[src/design/ewdm_pkg.sv]
// ----------------------------------------------------------------------------
// Encoder wrap delta median package
// Field widths and default parameter values shared by the encoder delta
// median block.
// ----------------------------------------------------------------------------
package ewdm_pkg;

   localparam int POSITION_W = 14;
   localparam int CHANGE_W   = 15;
   localparam int MEDIAN_W   = 16;

   localparam int WINDOW_SIZE_DEFAULT  = 5;
   localparam int POSITION_MAX_DEFAULT = 16383;

endpackage

[src/design/encoder_wrap_delta_median_core.sv]
// ----------------------------------------------------------------------------
// Encoder wrap delta median core
// Forms the wrap-corrected change between successive absolute encoder
// readings and reports it with twice the median of the last few changes.
// ----------------------------------------------------------------------------
// Each word on the req_ channel carries one absolute encoder reading. Each
// accepted word gives exactly one word on the rsp_ channel, with the signed
// change since the previous reading and twice the median of the held changes.
// A word moves when valid is high and stall is low.
// The block has two register stages: the change is formed and registered in
// the cycle a reading is accepted, and the windowed median is then formed
// from the change register into the output register, which raises rsp_valid.
// While rsp_stall is low, one word is accepted in every cycle. The rate is
// set by the single-pass rank and select network over the window registers.
// When rsp_stall is high, the output word holds and the change stage refills;
// req_stall rises only once both stages hold words.
// Reset clears the previous reading to zero, empties the window and clears
// both stages. The window entries themselves are not reset; only entries
// already written are ever ranked.
// ----------------------------------------------------------------------------
module encoder_wrap_delta_median_core #(
   parameter int WINDOW_SIZE  = ewdm_pkg::WINDOW_SIZE_DEFAULT,
   parameter int POSITION_MAX = ewdm_pkg::POSITION_MAX_DEFAULT
) (
   input  logic                                 clock,
   input  logic                                 reset,
   input  logic                                 req_valid,
   output logic                                 req_stall,
   input  logic        [ewdm_pkg::POSITION_W-1:0] req_position,
   output logic                                 rsp_valid,
   input  logic                                 rsp_stall,
   output logic signed [ewdm_pkg::CHANGE_W-1:0]   rsp_raw_change,
   output logic signed [ewdm_pkg::MEDIAN_W-1:0]   rsp_median_change_x2
);

   localparam int POS_W  = ewdm_pkg::POSITION_W;
   localparam int CHG_W  = ewdm_pkg::CHANGE_W;
   localparam int MED_W  = ewdm_pkg::MEDIAN_W;
   localparam int SPAN_W = $clog2(POSITION_MAX + 2);
   localparam int DIFF_W = ((SPAN_W > POS_W) ? SPAN_W : POS_W) + 2;
   localparam int SLOT_W = (WINDOW_SIZE > 1) ? $clog2(WINDOW_SIZE) : 1;
   localparam int FILL_W = $clog2(WINDOW_SIZE + 1);
   localparam int CHG_MAX = 2 ** (CHG_W - 1) - 1;
   localparam int CHG_MIN = -CHG_MAX - 1;

   localparam logic signed [DIFF_W-1:0] HALF_D    = DIFF_W'(POSITION_MAX / 2);
   localparam logic signed [DIFF_W-1:0] SPAN_D    = DIFF_W'(POSITION_MAX + 1);
   localparam logic signed [DIFF_W-1:0] CHG_MAX_D = DIFF_W'(CHG_MAX);
   localparam logic signed [DIFF_W-1:0] CHG_MIN_D = DIFF_W'(CHG_MIN);
   localparam logic [SLOT_W-1:0]        SLOT_LAST = SLOT_W'(WINDOW_SIZE - 1);
   localparam logic [FILL_W-1:0]        FILL_FULL = FILL_W'(WINDOW_SIZE);

   logic        [POS_W-1:0]  last_position_ff;
   logic                     chg_valid_ff;
   logic signed [CHG_W-1:0]  chg_ff;
   logic signed [CHG_W-1:0]  chg_in;
   logic signed [CHG_W-1:0]  window_ff [WINDOW_SIZE];
   logic        [FILL_W-1:0] fill_ff;
   logic        [FILL_W-1:0] fill_in;
   logic        [SLOT_W-1:0] slot_ff;
   logic        [SLOT_W-1:0] slot_in;
   logic                     rsp_valid_ff;
   logic signed [CHG_W-1:0]  rsp_raw_change_ff;
   logic signed [MED_W-1:0]  rsp_median_ff;
   logic signed [MED_W-1:0]  median_in;

   logic advance;
   logic req_accept;

   assign advance    = chg_valid_ff && (!rsp_valid_ff || !rsp_stall);
   assign req_stall  = chg_valid_ff && !advance;
   assign req_accept = req_valid && !req_stall;

   // Wrap-corrected change from the previous reading, saturated to the field.
   always_comb begin
      logic signed [DIFF_W-1:0] cur_s;
      logic signed [DIFF_W-1:0] prev_s;
      logic signed [DIFF_W-1:0] diff;
      logic signed [DIFF_W-1:0] mag;
      cur_s  = signed'(DIFF_W'(req_position));
      prev_s = signed'(DIFF_W'(last_position_ff));
      diff   = cur_s - prev_s;
      mag    = (diff < 0) ? -diff : diff;
      if (mag > HALF_D) begin
         if (diff >= 0) begin
            diff = diff - SPAN_D;
         end else begin
            diff = diff + SPAN_D;
         end
      end
      if (diff < CHG_MIN_D) begin
         diff = CHG_MIN_D;
      end else if (diff > CHG_MAX_D) begin
         diff = CHG_MAX_D;
      end
      chg_in = diff[CHG_W-1:0];
   end

   assign fill_in = (fill_ff == FILL_FULL) ? fill_ff : fill_ff + 1'b1;
   assign slot_in = (slot_ff == SLOT_LAST) ? '0 : slot_ff + 1'b1;

   // Median of the window as it stands once the pending change is written.
   // Each held entry is ranked against all others, ties broken by index, and
   // the two middle ranks are selected and summed.
   always_comb begin
      logic signed [CHG_W-1:0]  view [WINDOW_SIZE];
      logic        [WINDOW_SIZE-1:0] held;
      logic        [WINDOW_SIZE-1:0] below;
      logic        [FILL_W-1:0] rank;
      logic        [FILL_W-1:0] k_lo;
      logic        [FILL_W-1:0] k_hi;
      logic        [CHG_W-1:0]  lo_val;
      logic        [CHG_W-1:0]  hi_val;
      k_lo   = (fill_in - 1'b1) >> 1;
      k_hi   = fill_in >> 1;
      lo_val = '0;
      hi_val = '0;
      for (int i = 0; i < WINDOW_SIZE; i++) begin
         view[i] = (SLOT_W'(i) == slot_ff) ? chg_ff : window_ff[i];
         held[i] = FILL_W'(i) < fill_in;
      end
      for (int i = 0; i < WINDOW_SIZE; i++) begin
         for (int j = 0; j < WINDOW_SIZE; j++) begin
            below[j] = held[j] && (!held[i] || (view[j] < view[i]) ||
                                   ((view[j] == view[i]) && (j < i)));
         end
         rank = FILL_W'($countones(below));
         if (held[i] && (rank == k_lo)) begin
            lo_val = lo_val | view[i];
         end
         if (held[i] && (rank == k_hi)) begin
            hi_val = hi_val | view[i];
         end
      end
      median_in = MED_W'(signed'(lo_val)) + MED_W'(signed'(hi_val));
   end

   always_ff @(posedge clock) begin
      if (reset) begin
         last_position_ff <= '0;
         chg_valid_ff     <= 1'b0;
         fill_ff          <= '0;
         slot_ff          <= '0;
         rsp_valid_ff     <= 1'b0;
      end else begin
         if (req_accept) begin
            last_position_ff <= req_position;
            chg_valid_ff     <= 1'b1;
         end else if (advance) begin
            chg_valid_ff <= 1'b0;
         end
         if (advance) begin
            fill_ff      <= fill_in;
            slot_ff      <= slot_in;
            rsp_valid_ff <= 1'b1;
         end else if (!rsp_stall) begin
            rsp_valid_ff <= 1'b0;
         end
      end
   end

   always_ff @(posedge clock) begin
      if (req_accept) begin
         chg_ff <= chg_in;
      end
      if (advance) begin
         window_ff[slot_ff] <= chg_ff;
         rsp_raw_change_ff  <= chg_ff;
         rsp_median_ff      <= median_in;
      end
   end

   assign rsp_valid            = rsp_valid_ff;
   assign rsp_raw_change       = rsp_raw_change_ff;
   assign rsp_median_change_x2 = rsp_median_ff;

endmodule
[config.mk]
export PLATFORM = sky130hd
export DESIGN_NAME = encoder_wrap_delta_median_core
export DESIGN_NICKNAME = d
export VERILOG_FILES = /design/src/design/ewdm_pkg.sv /design/src/design/encoder_wrap_delta_median_core.sv
export SDC_FILE = /design/constraint.sdc
export NUM_CORES = 1
export LEC_CHECK = 0
export BUFFER_PORTS_ARGS = -buffer_cell sky130_fd_sc_hd__clkbuf_2
export CORE_AREA = 4 4 178 180
export DETAILED_ROUTE_END_ITERATION = 7
export DIE_AREA = 0 0 182 184
export PLACE_DENSITY = 0.59
export SYNTH_ARGS = -nofsm -noshare
export SYNTH_HDL_FRONTEND = slang
export SYNTH_SLANG_ARGS = --single-unit
[constraint.sdc]
create_clock -name clock -period 8.65 [get_ports clock]
set_input_delay 0.4325 -clock clock [delete_from_list [all_inputs] [get_ports clock]]
set_output_delay 0.4325 -clock clock [all_outputs]
set_load 0.03 [all_outputs]
# Yosys cells after proc, flatten, opt, wreduce, memory -nomap -nowiden
# Memories as Yosys holds them, arrays and structs flattened.
# Cells that the tools add are included.
dict set report totals {
  romBits 0
  ramBits 75
  out_inout_bits 33
  n_memories 1
  reg_bits 68
  latchBits 0
}
dict set report classes {
  mux 27
  n_mul 0
  n_div 0
  n_reduce_logical 85
  magnitude_cmp 35
  n_bitwise 8
  eq_ne 27
  shifts 0
  addsub 28
}
# name depth width rd rd_clocked_by_memory_dff wr line
set memory_table {}
lappend memory_table {window_ff 5 15 5 0 1 encoder_wrap_delta_median_core.sv:57} ;# logic signed [CHG_W-1:0] window_ff [WINDOW_SIZE];
# op count
set ops {}
lappend ops {{15-bit less-than comparator} 25}
lappend ops {{15-bit 2-to-1 mux} 16}
lappend ops {{15-bit equality test} 10}
lappend ops {{15-bit bitwise OR} 8}
lappend ops {{17-bit 2-to-1 mux} 3}
lappend ops {{1-bit logical AND} 38}
lappend ops {{1-bit logical OR} 36}
lappend ops {{3-bit by 2-bit equality test with 1-bit output} 10}
lappend ops {{1-bit by 1-bit adder with 2-bit output} 10}
lappend ops {{15-bit by 16-bit adder with 17-bit output (second input constant)} 1}
lappend ops {{17-bit by 14-bit greater-than comparator with 1-bit output (second input constant)} 1}
lappend ops {{17-bit by 15-bit greater-than comparator with 1-bit output (second input constant)} 1}
lappend ops {{17-bit by 15-bit less-than comparator with 1-bit output (second input constant)} 1}
lappend ops {{15-bit negator with 17-bit output} 1}
lappend ops {{15-bit by 16-bit subtractor with 17-bit output (second input constant)} 1}
lappend ops {{15-bit by 15-bit adder with 16-bit output} 1}
lappend ops {{2-bit by 2-bit adder with 3-bit output} 5}
lappend ops {{3-bit by 1-bit adder with 3-bit output} 5}
lappend ops {{15-bit by 1-bit >= comparator with 1-bit output (second input constant)} 1}
lappend ops {{15-bit by 1-bit less-than comparator with 1-bit output (second input constant)} 1}
lappend ops {{14-bit by 14-bit subtractor with 15-bit output} 1}
lappend ops {{1-bit logical NOT} 9}
lappend ops {{3-bit by 1-bit adder with 3-bit output (second input constant)} 2}
lappend ops {{2-bit by 3-bit equality test with 1-bit output (first input constant)} 2}
lappend ops {{12 further kinds} 21}

# Logic depth before layout (Yosys ltp)
# Gate-level depths: netlist of the first run.
dict set report depth {
  ltp_word 21
  ltp_mapped 36
  ltp_nobuf 33
}

# Least setup slack after synthesis of the first run
# Ideal clock, no wire load.
dict set report synth_timing {
  path_type {register to register}
  start {reg slot_ff[1]}
  end {reg rsp_median_ff[14], in the netlist rsp_median_change_x2[14] (data pin)}
  slack_ns 1.450
  arrival_time_ns 6.942
  stages_incl_launch_ff 33
  period_less_slack_ns 7.200
  required_time_ns 8.392
  cell_sequence {dfxtp_1 inv_1 ha_1 nand2b_1 buf_4 buf_2 mux2_2 ha_1 a21o_1 a21oi_1 o21ai_0 maj3_1 a2111oi_0 o21ai_0 a41oi_1 fa_1 ha_1 ha_1 xor2_1 or4_1 clkbuf_1 o221ai_1 a221o_1 ha_1 fa_1 a21o_1 a21oi_1 o21ai_0 a31oi_1 a21oi_1 a21o_1 a21oi_1 xnor2_1}
}
dict set report synth_between {
  elab_chain_len 20
  word_cells_on_any_way 164
  classes_between {add/sub (21); order compare (25); eq/ne (24); mux (15); bitwise (8); reduce/logical (71)}
}
# element line
set synth_lines {}
lappend synth_lines {{start: declaration} encoder_wrap_delta_median_core.sv:60} ;# logic [SLOT_W-1:0] slot_ff;
lappend synth_lines {{start signal: assignment} encoder_wrap_delta_median_core.sv:154} ;# slot_ff <= slot_in;
lappend synth_lines {{1-bit by 3-bit equality test with 1-bit output, or another cell as far along} encoder_wrap_delta_median_core.sv:119} ;# view[i] = (SLOT_W'(i) == slot_ff) ? chg_ff : window_ff[i];
lappend synth_lines {{15-bit 2-to-1 mux} encoder_wrap_delta_median_core.sv:119}
lappend synth_lines {{15-bit less-than comparator} encoder_wrap_delta_median_core.sv:124} ;# below[j] = held[j] && (!held[i] || (view[j] < view[i]) ||
lappend synth_lines {{1-bit logical OR} encoder_wrap_delta_median_core.sv:124}
lappend synth_lines {{1-bit logical AND} encoder_wrap_delta_median_core.sv:124}
lappend synth_lines {{1-bit by 1-bit adder with 2-bit output (implied by the code)} encoder_wrap_delta_median_core.sv:127} ;# rank = FILL_W'($countones(below));
lappend synth_lines {{2-bit by 2-bit adder with 3-bit output (implied by the code)} encoder_wrap_delta_median_core.sv:127}
lappend synth_lines {{3-bit by 1-bit adder with 3-bit output (implied by the code)} encoder_wrap_delta_median_core.sv:127}
lappend synth_lines {{(+5 left out)} n/a}
lappend synth_lines {{15-bit bitwise OR, on equally long branches} {encoder_wrap_delta_median_core.sv:129, encoder_wrap_delta_median_core.sv:132}}
lappend synth_lines {{15-bit 2-to-1 mux, on equally long branches} {encoder_wrap_delta_median_core.sv:128, encoder_wrap_delta_median_core.sv:131}}
lappend synth_lines {{15-bit bitwise OR, on equally long branches} {encoder_wrap_delta_median_core.sv:129, encoder_wrap_delta_median_core.sv:132}}
lappend synth_lines {{15-bit 2-to-1 mux, on equally long branches} {encoder_wrap_delta_median_core.sv:128, encoder_wrap_delta_median_core.sv:131}}
lappend synth_lines {{15-bit bitwise OR, on equally long branches} {encoder_wrap_delta_median_core.sv:129, encoder_wrap_delta_median_core.sv:132}}
lappend synth_lines {{15-bit 2-to-1 mux, on equally long branches} {encoder_wrap_delta_median_core.sv:128, encoder_wrap_delta_median_core.sv:131}}
lappend synth_lines {{15-bit by 15-bit adder with 16-bit output (*)} encoder_wrap_delta_median_core.sv:135} ;# median_in = MED_W'(signed'(lo_val)) + MED_W'(signed'(hi_val));
lappend synth_lines {{via median_in[14]} encoder_wrap_delta_median_core.sv:65} ;# logic signed [MED_W-1:0] median_in;
lappend synth_lines {{end signal: assignment} encoder_wrap_delta_median_core.sv:169} ;# rsp_median_ff <= median_in;
lappend synth_lines {{end: declaration} encoder_wrap_delta_median_core.sv:64} ;# logic signed [MED_W-1:0] rsp_median_ff;
# Mark *: on every way through the listed nets, which the timed path passes. The rest lies on a longest branch.
# A chain may end at the register's enable or synchronous reset.

# Worst setup path in the final report of the first run
dict set report layout_timing {
  start {reg slot_ff[0]}
  end {reg rsp_median_ff[13], in the netlist rsp_median_change_x2[13] (data pin)}
}
# Same word-level chain as after synthesis.

==> PnR_summary.wiki, run 1 <==
{| class="wikitable"
! Metric !! Value
|-
| Run status || complete, no violations
|-
| TritonCTS buffer count || 17
|-
| Instance area at placement || 0.0129 sq mm
|-
| Seq cells post-synth || 143
|-
| Clock root buffer || sky130_fd_sc_hd__clkbuf_16
|-
| Syn-to-layout area delta || 12.9%
|-
| Sw power || 0.00102 W
|-
| Count of antenna-violating nets left after detailed routing || 0
|-
| Share of layout cells above drive strength 1 || 0.149
|-
| Routed len/inst || 22.4 um
|-
| Final non-filler cell area || 0.0135 sq mm
|-
| Iteration-0 DRC Markers || 1,086
|-
| Most common cell type on the critical path || sky130_fd_sc_hd__ha_1
|-
| Count of buffers inserted at the top-level ports || 50
|-
| Shortest period the worst path allows || 8.26 ns
|-
| Share of total power in the clock network || 0.275
|-
| Final setup viols || 0
|-
| Register clock-pin slew on the reported worst setup and hold paths || 0.07 ns
|-
| Overall fraction of global-route tracks in use || 0.227
|-
| Fraction of registers with async set or reset after synthesis || 0
|-
| Row count || 64
|-
| Post-Route Skew || 0.0129 ns
|-
| Chip Width || 182 um
|-
| Vias per Instance || 5.95
|-
| # DRC || 0
|-
| Area fraction of the dominant cell type after synthesis || 0.304
|-
| Logic gate share of total power || 0.390
|-
| Most used flip-flop cell after synthesis || sky130_fd_sc_hd__edfxtp_1
|-
| Boundary Pins || 51
|-
| Total nets after synthesis || 1,397
|-
| Startpoint kind of the worst setup timing path || flop
|-
| Relative slew slack || 0.303
|-
| Total congestion overflow || 0
|-
| Critical path class || flop to flop
|-
| Largest stage delay, worst path || 0.70 ns
|-
| Post-route clock period utilization || 0.955
|-
| Top library cells by usage in the layout, fill and taps aside || sky130_fd_sc_hd__ha_1, sky130_fd_sc_hd__edfxtp_1, sky130_fd_sc_hd__inv_1, sky130_fd_sc_hd__nand2_1, sky130_fd_sc_hd__a21oi_1
|-
| Power per Cell Area || 198 mW/mm^2
|-
| Core area || 0.0302 sq mm
|-
| Antenna violations before repair || 0
|-
| Critical Path RT || 8.84 ns
|-
| Final Wtd Congestion || 0.996
|-
| Sort of element at the end of the critical path || flop
|-
| Placed wire-length estimate after detailed placement || 30,000 um
|-
| Total iterations of the first detailed-routing run || 6
|-
| Proportion of synthesized chip area in sequential cells || 0.341
|-
| Cell taking the most area after synthesis || sky130_fd_sc_hd__edfxtp_1
|-
| Synth warn || 0
|-
| # Max-Cap Violations || 0
|-
| First-pass GRT wire length || 58,700 um
|-
| Cell internal pwr || 0.00166 W
|-
| Class of the tightest hold or removal check || input port to flop
|-
| Critical path data arrival time || 8.46 ns
|-
| Post-synthesis cell count || 1,216
|-
| Area contributors post-synth || sky130_fd_sc_hd__edfxtp_1, sky130_fd_sc_hd__ha_1, sky130_fd_sc_hd__dfxtp_1, sky130_fd_sc_hd__mux2i_1, sky130_fd_sc_hd__inv_1
|-
| Routed via count || 10,143
|-
| Clock Latency Late Sink || 0.44 ns
|-
| Die height || 184 um
|-
| Commonest non-fill, non-tap cell in the layout || sky130_fd_sc_hd__ha_1
|-
| Net count, final || 1,477
|-
| Post-Synthesis Mean Instance Area || 9.83 sq um
|-
| Post-synth EDFFs || 121
|-
| Setup TNS || 0 ns
|-
| Final hold vios || 0
|-
| Clock sink total || 143
|-
| Upper clock frequency limit || 121 MHz
|-
| Largest net degree at the start of global routing || 36
|-
| Crit path max fanout || 19
|-
| RSZ-0062 raised after global routing || no
|-
| Final Max Tran Viols || 0
|-
| CTS tree || yes
|-
| Post-CTS Setup Repair Bufs || 0
|-
| Routed WL || 38,200 um
|-
| Cell with the largest stage delay on the worst path || sky130_fd_sc_hd__a2111oi_1
|-
| Die area || 0.0335 sq mm
|-
| Netlist area before placement || 0.0120 sq mm
|-
| Leak || 5.65 nW
|-
| Switching power share of the total || 0.380
|-
| Diode count || 0
|-
| Count of H-tree levels built during CTS || 4
|-
| Transition time at the pin with the least slew margin || 1.04 ns
|-
| Share of power burned in registers || 0.336
|-
| Number of distinct library cells after synthesis || 82
|-
| Hold bufs inserted after CTS || 0
|-
| Vias in the first global route || 10,077
|-
| Clock Tree Buf Depth || 2
|-
| Peak ir drop on the vdd network || 0.000117 V
|-
| Starting utilization of the core area || 0.396
|}
path summary, 6_finish.rpt:
path	end	slack (ns)	cells after the start	startpoint
max	rsp_median_change_x2[13]	0.39	30	slot_ff[0]
min	last_position_ff[0]	0.23	3	req_position[0]
max reg2reg	rsp_median_change_x2[13]	0.39	30	slot_ff[0]
min reg2reg	last_position_ff[7]	0.46	2	last_position_ff[7]
metal layers:
layer / up-vias / GRT usage / share of wire
met1: 4855 / 0.300 / 0.44
met2: 425 / 0.370 / 0.46
met3: 90 / 0.0334 / 0.064
met5: - / 0 / 0
li1: 4773 / - / -
met4: 0 / 0.100 / 0.042
Yosys cell counts (15+ instances only):
cell type,instances
sky130_fd_sc_hd__ha_1,156
sky130_fd_sc_hd__edfxtp_1,121
sky130_fd_sc_hd__inv_1,115
sky130_fd_sc_hd__nand2_1,93
sky130_fd_sc_hd__a21oi_1,72
sky130_fd_sc_hd__nor2_1,71
sky130_fd_sc_hd__xnor2_1,45
sky130_fd_sc_hd__mux2i_1,44
sky130_fd_sc_hd__o21ai_0,44
sky130_fd_sc_hd__mux2_2,34
sky130_fd_sc_hd__o221ai_1,31
sky130_fd_sc_hd__a21o_1,23
sky130_fd_sc_hd__dfxtp_1,22
sky130_fd_sc_hd__nand4_1,21
sky130_fd_sc_hd__nand3_1,17
sky130_fd_sc_hd__xor2_1,17
sky130_fd_sc_hd__clkbuf_1,16
sky130_fd_sc_hd__nor3_1,16
sky130_fd_sc_hd__a221o_1,15
critical path: cells and delay by family, from the launching register on:
kind / cells / cell delay (ns)
AO/OA/AOI/OAI: 16 / 3.49
flip-flops: 1 / 0.49
multiplexers: 1 / 0.45
XOR/XNOR: 1 / 0.07
buffers and inverters: 3 / 0.70
adder cells (fa/ha/maj): 6 / 2.19
AND/OR/NAND/NOR: 3 / 0.61
stage by stage:
step / power (W) / utilization / hold slack (ns) / instances / setup slack [ns]
finish: 0.00268 / 0.447 / 0.227 / 1705 / 0.390
global route: 0.00283 / 0.447 / 0.237 / 1705 / 0.0176
CTS: 0.00268 / 0.447 / 0.218 / 1705 / 0.297
floorplan: 0.00167 / - / 0.430 / 1216 / 1.45
detailed placement: 0.00194 / 0.428 / 0.447 / 1673 / 0.315
global placement: 0.00193 / 0.428 / 0.442 / 1673 / 0.375
registers in the layout, indices dropped and copies added, names as in the netlist:
register / flops
chg_ff: 15
chg_valid_ff: 1
fill_ff: 3
last_position_ff: 14
rsp_median_change_x2: 16
rsp_raw_change: 15
rsp_valid: 1
slot_ff: 3
window_ff: 75
power by group through the flow:
stage / sequential [W] / combinational, W / clock [W]
finish: 0.000898 / 0.00104 / 0.000735
CTS: 0.000900 / 0.00104 / 0.000747
detailed placement: 0.000914 / 0.00103 / 0
floorplan: 0.000969 / 0.000702 / 0
global placement: 0.000913 / 0.00102 / 0
global route: 0.000906 / 0.00115 / 0.000778
repair_timing:
action | CTS | global route
setup endpoints to repair | 0 | 3
endpoints found under the hold margin | 0 | 0
gates resized for setup | 0 | 3
area by class of cell:
cell class              count  area, sq um
clock buffers              17          425
repair buffers             98          611
clock inverters            15          140
fillers                  2879        16700
flip-flops and latches    143         4070
inverters                 117          442
multi-input cells         919         7320
well taps                 396          495
kinds of logic after synthesis:
| logic type | count (synthesis) | share of synthesized area |
|---|---|---|
| adder cells (fa/ha/maj) | 176 | 0.186 |
| buffers and inverters | 154 | 0.0516 |
| AO/OA/AOI/OAI | 300 | 0.177 |
| XOR/XNOR | 62 | 0.0454 |
| flip-flops | 143 | 0.341 |
| multiplexers | 84 | 0.0758 |
| AND/OR/NAND/NOR | 297 | 0.124 |
(Power assumes the default switching activity.)
==> run 2, diff against run 1 <==
--- a/config.mk
+++ b/config.mk
@@ -10,6 +10,7 @@
 export DETAILED_ROUTE_END_ITERATION = 7
 export DIE_AREA = 0 0 182 184
 export PLACE_DENSITY = 0.59
+export RECOVER_POWER = 25
 export SYNTH_ARGS = -nofsm -noshare
 export SYNTH_HDL_FRONTEND = slang
 export SYNTH_SLANG_ARGS = --single-unit
==> run 2 against run 1 <==
Design area barely moved; final cell count did not move; via count fell by 0.11%; utilization barely moved; sequential share of layout area barely moved; sequential cell count did not move; first-iteration DRC count barely moved; sequential power barely moved; global-route usage did not move.
==> PnR_summary.wiki, run 2 (synthesis gave the netlist of run 1 again) <==
{| class="wikitable"
! Metric !! Value
|-
| Run status || complete, no violations (unchanged)
|-
| Class of the tightest hold or removal check || input port to flop (unchanged)
|-
| Instance area at placement || 0.0129 sq mm (unchanged)
|-
| Setup TNS || 0 ns (unchanged)
|-
| Start of the worst register-to-register path || slot_ff[0] (unchanged)
|-
| Switching power share of the total || 0.381 (was 0.380)
|-
| Hold EP || last_position_ff[0] (unchanged)
|-
| Upper clock frequency limit || 121 MHz (about the same)
|-
| Count of antenna-violating nets left after detailed routing || 0 (unchanged)
|-
| Final hold vios || 0 (unchanged)
|-
| Instance count along the most critical hold path || 3 (unchanged)
|-
| Die height || 184 um (unchanged)
|-
| Post-CTS Setup Repair Bufs || 0 (unchanged)
|-
| CTS tree || yes (unchanged)
|-
| Hold bufs inserted after CTS || 0 (unchanged)
|-
| Worst min-delay path startpoint || req_position[0] (unchanged)
|-
| Power per Cell Area || 198 mW/mm^2 (about the same)
|-
| Routed via count || 10,132 (was 10,143)
|-
| Core area || 0.0302 sq mm (unchanged)
|-
| Post-route clock period utilization || 0.955 (about the same)
|-
| Leak || 5.64 nW (was 5.65 nW)
|-
| Setup slack of the worst register-to-register path || 0.39 ns (about the same)
|-
| Iteration-0 DRC Markers || 1,087 (was 1,086)
|-
| Net count, final || 1,477 (unchanged)
|-
| Chip Width || 182 um (unchanged)
|-
| Post-layout worst setup margin || 0.387 ns (was 0.390 ns)
|-
| Vias in the first global route || 10,077 (unchanged)
|-
| Die area || 0.0335 sq mm (unchanged)
|-
| Share of layout cells above drive strength 1 || 0.147 (was 0.149)
|-
| Top library cells by usage in the layout, fill and taps aside || sky130_fd_sc_hd__ha_1, sky130_fd_sc_hd__edfxtp_1, sky130_fd_sc_hd__inv_1, sky130_fd_sc_hd__nand2_1, sky130_fd_sc_hd__a21oi_1 (unchanged)
|-
| # DRC || 0 (unchanged)
|-
| Diode count || 0 (unchanged)
|-
| Count of buffers inserted at the top-level ports || 50 (unchanged)
|-
| Final core area utilization || 0.447 (about the same)
|-
| Largest net degree at the start of global routing || 36 (unchanged)
|-
| Total iterations of the first detailed-routing run || 8 (was 6)
|-
| Share of power burned in registers || 0.336 (about the same)
|-
| Largest stage delay, worst path || 0.70 ns (about the same)
|-
| Final Wtd Congestion || 0.996 (unchanged)
|-
| Post-Route Skew || 0.0129 ns (about the same)
|-
| Commonest non-fill, non-tap cell in the layout || sky130_fd_sc_hd__ha_1 (unchanged)
|-
| Clock Latency Late Sink || 0.44 ns (about the same)
|-
| Relative slew slack || 0.216 (was 0.303)
|-
| Critical path class || flop to flop (unchanged)
|-
| Syn-to-layout area delta || 12.9% (about the same)
|-
| Cell with the largest stage delay on the worst path || sky130_fd_sc_hd__a2111oi_1 (unchanged)
|-
| Max reg flops || 75 (unchanged)
|-
| Most flop-heavy register || window_ff (unchanged)
|-
| Register clock-pin slew on the reported worst setup and hold paths || 0.07 ns (about the same)
|-
| Worst Path Buf+Inv || 3 (unchanged)
|-
| First-pass GRT wire length || 58,700 um (unchanged)
|-
| Number of gates resized after cts || 0 (unchanged)
|-
| Boundary Pins || 51 (unchanged)
|-
| Final setup viols || 0 (unchanged)
|-
| Sw power || 0.00102 W (about the same)
|-
| Starting utilization of the core area || 0.396 (unchanged)
|-
| Routed WL || 38,300 um (was 38,200 um)
|-
| Sort of element at the end of the critical path || flop (unchanged)
|-
| Clock sink total || 143 (unchanged)
|-
| Overall fraction of global-route tracks in use || 0.227 (unchanged)
|-
| Worst r2r dst || rsp_median_change_x2[13] (unchanged)
|-
| Clock Tree Buf Depth || 2 (unchanged)
|-
| Shortest period the worst path allows || 8.26 ns (about the same)
|-
| Vias per Instance || 5.94 (was 5.95)
|-
| Share of total power in the clock network || 0.275 (about the same)
|-
| Final Max Tran Viols || 0 (unchanged)
|-
| Setup slack after placement || 0.315 ns (unchanged)
|-
| Peak ir drop on the vdd network || 0.000116 V (was 0.000117 V)
|-
| Worst r2r path cells || 30 (unchanged)
|-
| RSZ-0062 raised after global routing || no (unchanged)
|-
| Critical path data arrival time || 8.46 ns (about the same)
|-
| Crit path max fanout || 19 (unchanged)
|-
| Routed len/inst || 22.4 um (about the same)
|-
| Startpoint kind of the worst setup timing path || flop (unchanged)
|-
| Row count || 64 (unchanged)
|-
| Cell internal pwr || 0.00166 W (about the same)
|-
| Most common cell type on the critical path || sky130_fd_sc_hd__ha_1 (unchanged)
|-
| TritonCTS buffer count || 17 (unchanged)
|-
| # Max-Cap Violations || 0 (unchanged)
|-
| Placed wire-length estimate after detailed placement || 30,000 um (unchanged)
|-
| Clock root buffer || sky130_fd_sc_hd__clkbuf_16 (unchanged)
|-
| Antenna violations before repair || 0 (unchanged)
|-
| Total congestion overflow || 0 (unchanged)
|-
| Logic gate share of total power || 0.389 (was 0.390)
|-
| Critical Path RT || 8.84 ns (about the same)
|-
| Count of H-tree levels built during CTS || 4 (unchanged)
|-
| Transition time at the pin with the least slew margin || 1.18 ns (was 1.04 ns)
|-
| Final non-filler cell area || 0.0135 sq mm (about the same)
|-
| Family of cells with the greatest summed delay on the critical path || compound AO/OA/AOI/OAI gates (unchanged)
|-
| Fill cells || 2,882 (was 2,879)
|}
[run 2: cell count changes in the layout (fill, tap and decap cells not counted)]
cell / delta
sky130_fd_sc_hd__clkbuf_1: +3
sky130_fd_sc_hd__buf_4: -2
sky130_fd_sc_hd__clkbuf_2: -1
[run 2: worst max path at each step]
stage,depth (start not counted),end,startpoint
final,30,rsp_median_change_x2[13],slot_ff[0]
after global routing,30,rsp_median_change_x2[13],slot_ff[0]
after CTS,30,rsp_median_change_x2[13],slot_ff[0]
after detailed placement,30,rsp_median_change_x2[13],slot_ff[0]
after global placement,30,rsp_median_change_x2[13],slot_ff[0]
after floorplan,32,rsp_median_change_x2[14],slot_ff[1]
[run 2: area by class of cell]
cell class                      count  area (sq um)  area share
Clock buffer                       17           425      0.0315
Clock inverter                     15           140      0.0104
Multi-Input combinational cell    919          7320       0.542
Timing Repair Buffer               98           602      0.0446
Sequential cell                   143          4070       0.302
Inverter                          117           442      0.0327
Tap cell                          396           495      0.0367
[run 2: routing by layer]
layer	vias to the layer above	wire (um)	track usage
met1	4871	16600	0.300
met2	400	17600	0.370
met4	0	1580	0.100
met5	-	0	0
met3	84	2450	0.0334
li1	4777	-	-
[run 2: power groups by stage]
stage	logic (W)	registers, W	clock network, W
finish	0.00104	0.000898	0.000735
floorplan	0.000702	0.000969	0
detailed placement	0.00103	0.000914	0
global route	0.00115	0.000906	0.000778
global placement	0.00102	0.000913	0
CTS	0.00104	0.000900	0.000747
[run 2: worst reg2reg max path: cells and delay by family (launching register included)]
family                   cells  cell delay, ns
AO/OA/AOI/OAI               16            3.49
flip-flops                   1            0.49
XOR/XNOR                     1            0.07
multiplexers                 1            0.46
buffers and inverters        3            0.70
AND/OR/NAND/NOR              3            0.61
adder cells (fa/ha/maj)      6            2.20
[run 2: through the flow]
stage	cells	hold WS, ns	total power [W]
4_1_cts	1705	0.218	0.00268
6_report	1705	0.228	0.00268
2_1_floorplan	1216	0.430	0.00167
5_1_grt	1705	0.237	0.00283
3_3_place_gp	1673	0.442	0.00193
3_5_place_dp	1673	0.447	0.00194
==> run 3, diff against run 2 <==
--- a/config.mk
+++ b/config.mk
@@ -6,9 +6,10 @@
 export NUM_CORES = 1
 export LEC_CHECK = 0
 export BUFFER_PORTS_ARGS = -buffer_cell sky130_fd_sc_hd__clkbuf_2
-export CORE_AREA = 4 4 178 180
+export CORE_AREA = 4 4 229 141
+export CTS_BUF_LIST = sky130_fd_sc_hd__clkbuf_8 sky130_fd_sc_hd__clkbuf_16
 export DETAILED_ROUTE_END_ITERATION = 7
-export DIE_AREA = 0 0 182 184
+export DIE_AREA = 0 0 233 145
 export PLACE_DENSITY = 0.59
 export RECOVER_POWER = 25
 export SYNTH_ARGS = -nofsm -noshare
==> run 3 against run 2 <==
Hold slack worse by 0.011 ns; global-route usage rose by 2.5 points; sequential power is 0.4% higher; fmax is 0.22% higher; critical path type unchanged; clock power grew 5.9%; non-clock buffer count rose by 17; final cell count up 1.7%.
==> PnR_summary.wiki, run 3 (synthesis gave the netlist of run 1 again) <==
{| class="wikitable"
! Metric !! Value
|-
| Die height || 145 um (was 184 um)
|-
| Starting utilization of the core area || 0.400 (was 0.396)
|-
| Peak ir drop on the vdd network || 0.000136 V (was 0.000116 V)
|-
| Total area of multi-input combinational cells || 0.00732 sq mm (about the same)
|-
| Post-Route Skew || 0.0126 ns (was 0.0129 ns)
|-
| Largest net degree at the start of global routing || 35 (was 36)
|-
| Leak || 5.73 nW (was 5.64 nW)
|-
| Critical Path RT || 8.85 ns (was 8.84 ns)
|-
| Die area || 0.0338 sq mm (was 0.0335 sq mm)
|-
| Routed WL || 42,800 um (was 38,300 um)
|-
| Critical path class || flop to flop (unchanged)
|-
| Final hold vios || 0 (unchanged)
|-
| Run status || complete, no violations (unchanged)
|-
| Final Wtd Congestion || 1.02 (was 0.996)
|-
| Most common cell type on the critical path || sky130_fd_sc_hd__ha_1 (unchanged)
|-
| Row count || 49 (was 64)
|-
| Vias per Instance || 6.03 (was 5.94)
|-
| Post-route clock period utilization || 0.953 (was 0.955)
|-
| Clock sink total || 143 (unchanged)
|-
| Iteration-0 DRC Markers || 1,490 (was 1,087)
|-
| Clock Latency Late Sink || 0.45 ns (was 0.44 ns)
|-
| Commonest non-fill, non-tap cell in the layout || sky130_fd_sc_hd__ha_1 (unchanged)
|-
| Upper clock frequency limit || 121 MHz (about the same)
|-
| Worst Path Buf+Inv || 1 (was 3)
|-
| Largest stage delay, worst path || 0.70 ns (about the same)
|-
| CTS tree || yes (unchanged)
|-
| Area occupied by registers || 0.00408 sq mm (was 0.00407 sq mm)
|-
| Routed via count || 10,462 (was 10,132)
|-
| Total iterations of the first detailed-routing run || 8 (unchanged)
|-
| Power per Cell Area || 204 mW/mm^2 (was 198 mW/mm^2)
|-
| Post-layout worst setup margin || 0.405 ns (was 0.387 ns)
|-
| TritonCTS buffer count || 17 (unchanged)
|-
| Overall fraction of global-route tracks in use || 0.252 (was 0.227)
|-
| Count of H-tree levels built during CTS || 4 (unchanged)
|-
| RSZ-0062 raised after global routing || no (unchanged)
|-
| Count of antenna-violating nets left after detailed routing || 0 (unchanged)
|-
| # DRC || 0 (unchanged)
|-
| Relative slew slack || 0.109 (was 0.216)
|-
| First-pass GRT wire length || 63,800 um (was 58,700 um)
|-
| Routed len/inst || 24.7 um (was 22.4 um)
|-
| Family of cells with the greatest summed delay on the critical path || compound AO/OA/AOI/OAI gates (unchanged)
|-
| Sort of element at the end of the critical path || flop (unchanged)
|-
| Total power || 0.00279 W (was 0.00268 W)
|-
| Vias in the first global route || 9,722 (was 10,077)
|-
| Setup TNS || 0 ns (unchanged)
|-
| Register clock-pin slew on the reported worst setup and hold paths || 0.06 ns (was 0.07 ns)
|-
| Syn-to-layout area delta || 14.3% (was 12.9%)
|-
| Hold bufs inserted after CTS || 0 (unchanged)
|-
| Final Max Tran Viols || 0 (unchanged)
|-
| Chip Width || 233 um (was 182 um)
|-
| Count of buffers inserted at the top-level ports || 50 (unchanged)
|-
| Critical path data arrival time || 8.45 ns (was 8.46 ns)
|-
| Setup slack after placement || 0.0282 ns (was 0.315 ns)
|-
| Crit path max fanout || 11 (was 19)
|-
| Startpoint kind of the worst setup timing path || flop (unchanged)
|-
| Max reg flops || 75 (unchanged)
|-
| Transition time at the pin with the least slew margin || 1.34 ns (was 1.18 ns)
|-
| Net count, final || 1,494 (was 1,477)
|-
| Class of the tightest hold or removal check || input port to flop (unchanged)
|-
| Final setup viols || 0 (unchanged)
|-
| Timing startpoint of the critical path || slot_ff[1] (was slot_ff[0])
|-
| # Max-Cap Violations || 0 (unchanged)
|-
| Boundary Pins || 51 (unchanged)
|-
| Start of the worst register-to-register path || slot_ff[1] (was slot_ff[0])
|-
| Clock Tree Buf Depth || 2 (unchanged)
|-
| Worst min-delay path startpoint || req_valid (was req_position[0])
|-
| Top library cells by usage in the layout, fill and taps aside || sky130_fd_sc_hd__ha_1, sky130_fd_sc_hd__edfxtp_1, sky130_fd_sc_hd__inv_1, sky130_fd_sc_hd__nand2_1, sky130_fd_sc_hd__a21oi_1 (unchanged)
|-
| Placed wire-length estimate after detailed placement || 33,600 um (was 30,000 um)
|-
| Total congestion overflow || 0 (unchanged)
|-
| Share of layout cells above drive strength 1 || 0.156 (was 0.147)
|-
| Fill cells || 2,892 (was 2,882)
|-
| Clock root buffer || sky130_fd_sc_hd__clkbuf_16 (unchanged)
|-
| Shortest period the worst path allows || 8.25 ns (was 8.26 ns)
|-
| Smallest hold slack || 0.217 ns (was 0.228 ns)
|-
| Antenna violations before repair || 3 (was 0)
|-
| Core area || 0.0299 sq mm (was 0.0302 sq mm)
|-
| Most flop-heavy register || window_ff (unchanged)
|-
| Cell with the largest stage delay on the worst path || sky130_fd_sc_hd__mux2i_1 (was sky130_fd_sc_hd__a2111oi_1)
|-
| Post-CTS Setup Repair Bufs || 0 (unchanged)
|}
run 3: per-layer routing:
layer	share of wire	vias to the layer above	wire [um]	global-route usage
met5	0.00030	-	13	0
met4	0.010	2	444	0.0463
met3	0.13	48	5530	0.0938
met2	0.36	573	15400	0.306
met1	0.50	5035	21400	0.412
li1	-	4804	-	-
run 3: repair_timing:
item	in CTS	in global routing
cloned	0	0
gates resized for setup	1	6
setup endpoints to repair	1	6
run 3: metrics by stage:
| stage | util | cells | instance area, sq um |
|---|---|---|---|
| final | 0.457 | 1734 | 13700 |
| after floorplan | - | 1216 | 12000 |
| after global routing | 0.457 | 1733 | 13700 |
| after detailed placement | 0.437 | 1702 | 13100 |
| after CTS | 0.457 | 1733 | 13700 |
| after global placement | 0.437 | 1702 | 13100 |
run 3: final cells by class:
cell class	count	share of cell area
Antenna cell	1	0.000183
Multi-Input combinational cell	919	0.535
Timing Repair Buffer	115	0.0536
Clock buffer	17	0.0311
Sequential cell	143	0.298
Inverter	117	0.0323
Clock inverter	14	0.0120
Tap cell	408	0.0373
run 3: power by group:
part | switching [W] | total [W] | internal [W]
sequential | 0.0000473 | 0.000902 | 0.000855
clock | 0.000326 | 0.000778 | 0.000452
combinational | 0.000680 | 0.00111 | 0.000434
run 3: final timing paths:
check	end	slack [ns]	depth (start not counted)
worst max-delay path	rsp_median_change_x2[14]	0.40	25
worst min-delay path	chg_valid_ff	0.22	3
worst max register to register	rsp_median_change_x2[14]	0.40	25
worst min register to register	last_position_ff[10]	0.46	2
run 3: worst reg2reg max path, cell delays in order, from the launching register on:
cell                       delay [ns]
sky130_fd_sc_hd__dfxtp_1         0.52
sky130_fd_sc_hd__ha_1            0.22
sky130_fd_sc_hd__ha_1            0.67
sky130_fd_sc_hd__buf_4           0.28
sky130_fd_sc_hd__mux2i_1         0.70
sky130_fd_sc_hd__o21ai_0         0.31
sky130_fd_sc_hd__a21oi_1         0.21
sky130_fd_sc_hd__o221ai_1        0.16
sky130_fd_sc_hd__a311oi_1        0.58
sky130_fd_sc_hd__ha_1            0.38
sky130_fd_sc_hd__fa_1            0.43
sky130_fd_sc_hd__ha_1            0.33
sky130_fd_sc_hd__xnor2_1         0.28
sky130_fd_sc_hd__nor4_4          0.06
sky130_fd_sc_hd__a222oi_1        0.37
sky130_fd_sc_hd__o221ai_1        0.19
sky130_fd_sc_hd__ha_1            0.26
sky130_fd_sc_hd__fa_1            0.40
sky130_fd_sc_hd__a21o_1          0.17
sky130_fd_sc_hd__a21oi_1         0.32
sky130_fd_sc_hd__o21ai_0         0.25
sky130_fd_sc_hd__a31oi_2         0.33
sky130_fd_sc_hd__a21oi_1         0.15
sky130_fd_sc_hd__a21o_1          0.19
sky130_fd_sc_hd__a21oi_1         0.17
sky130_fd_sc_hd__xnor2_1         0.08
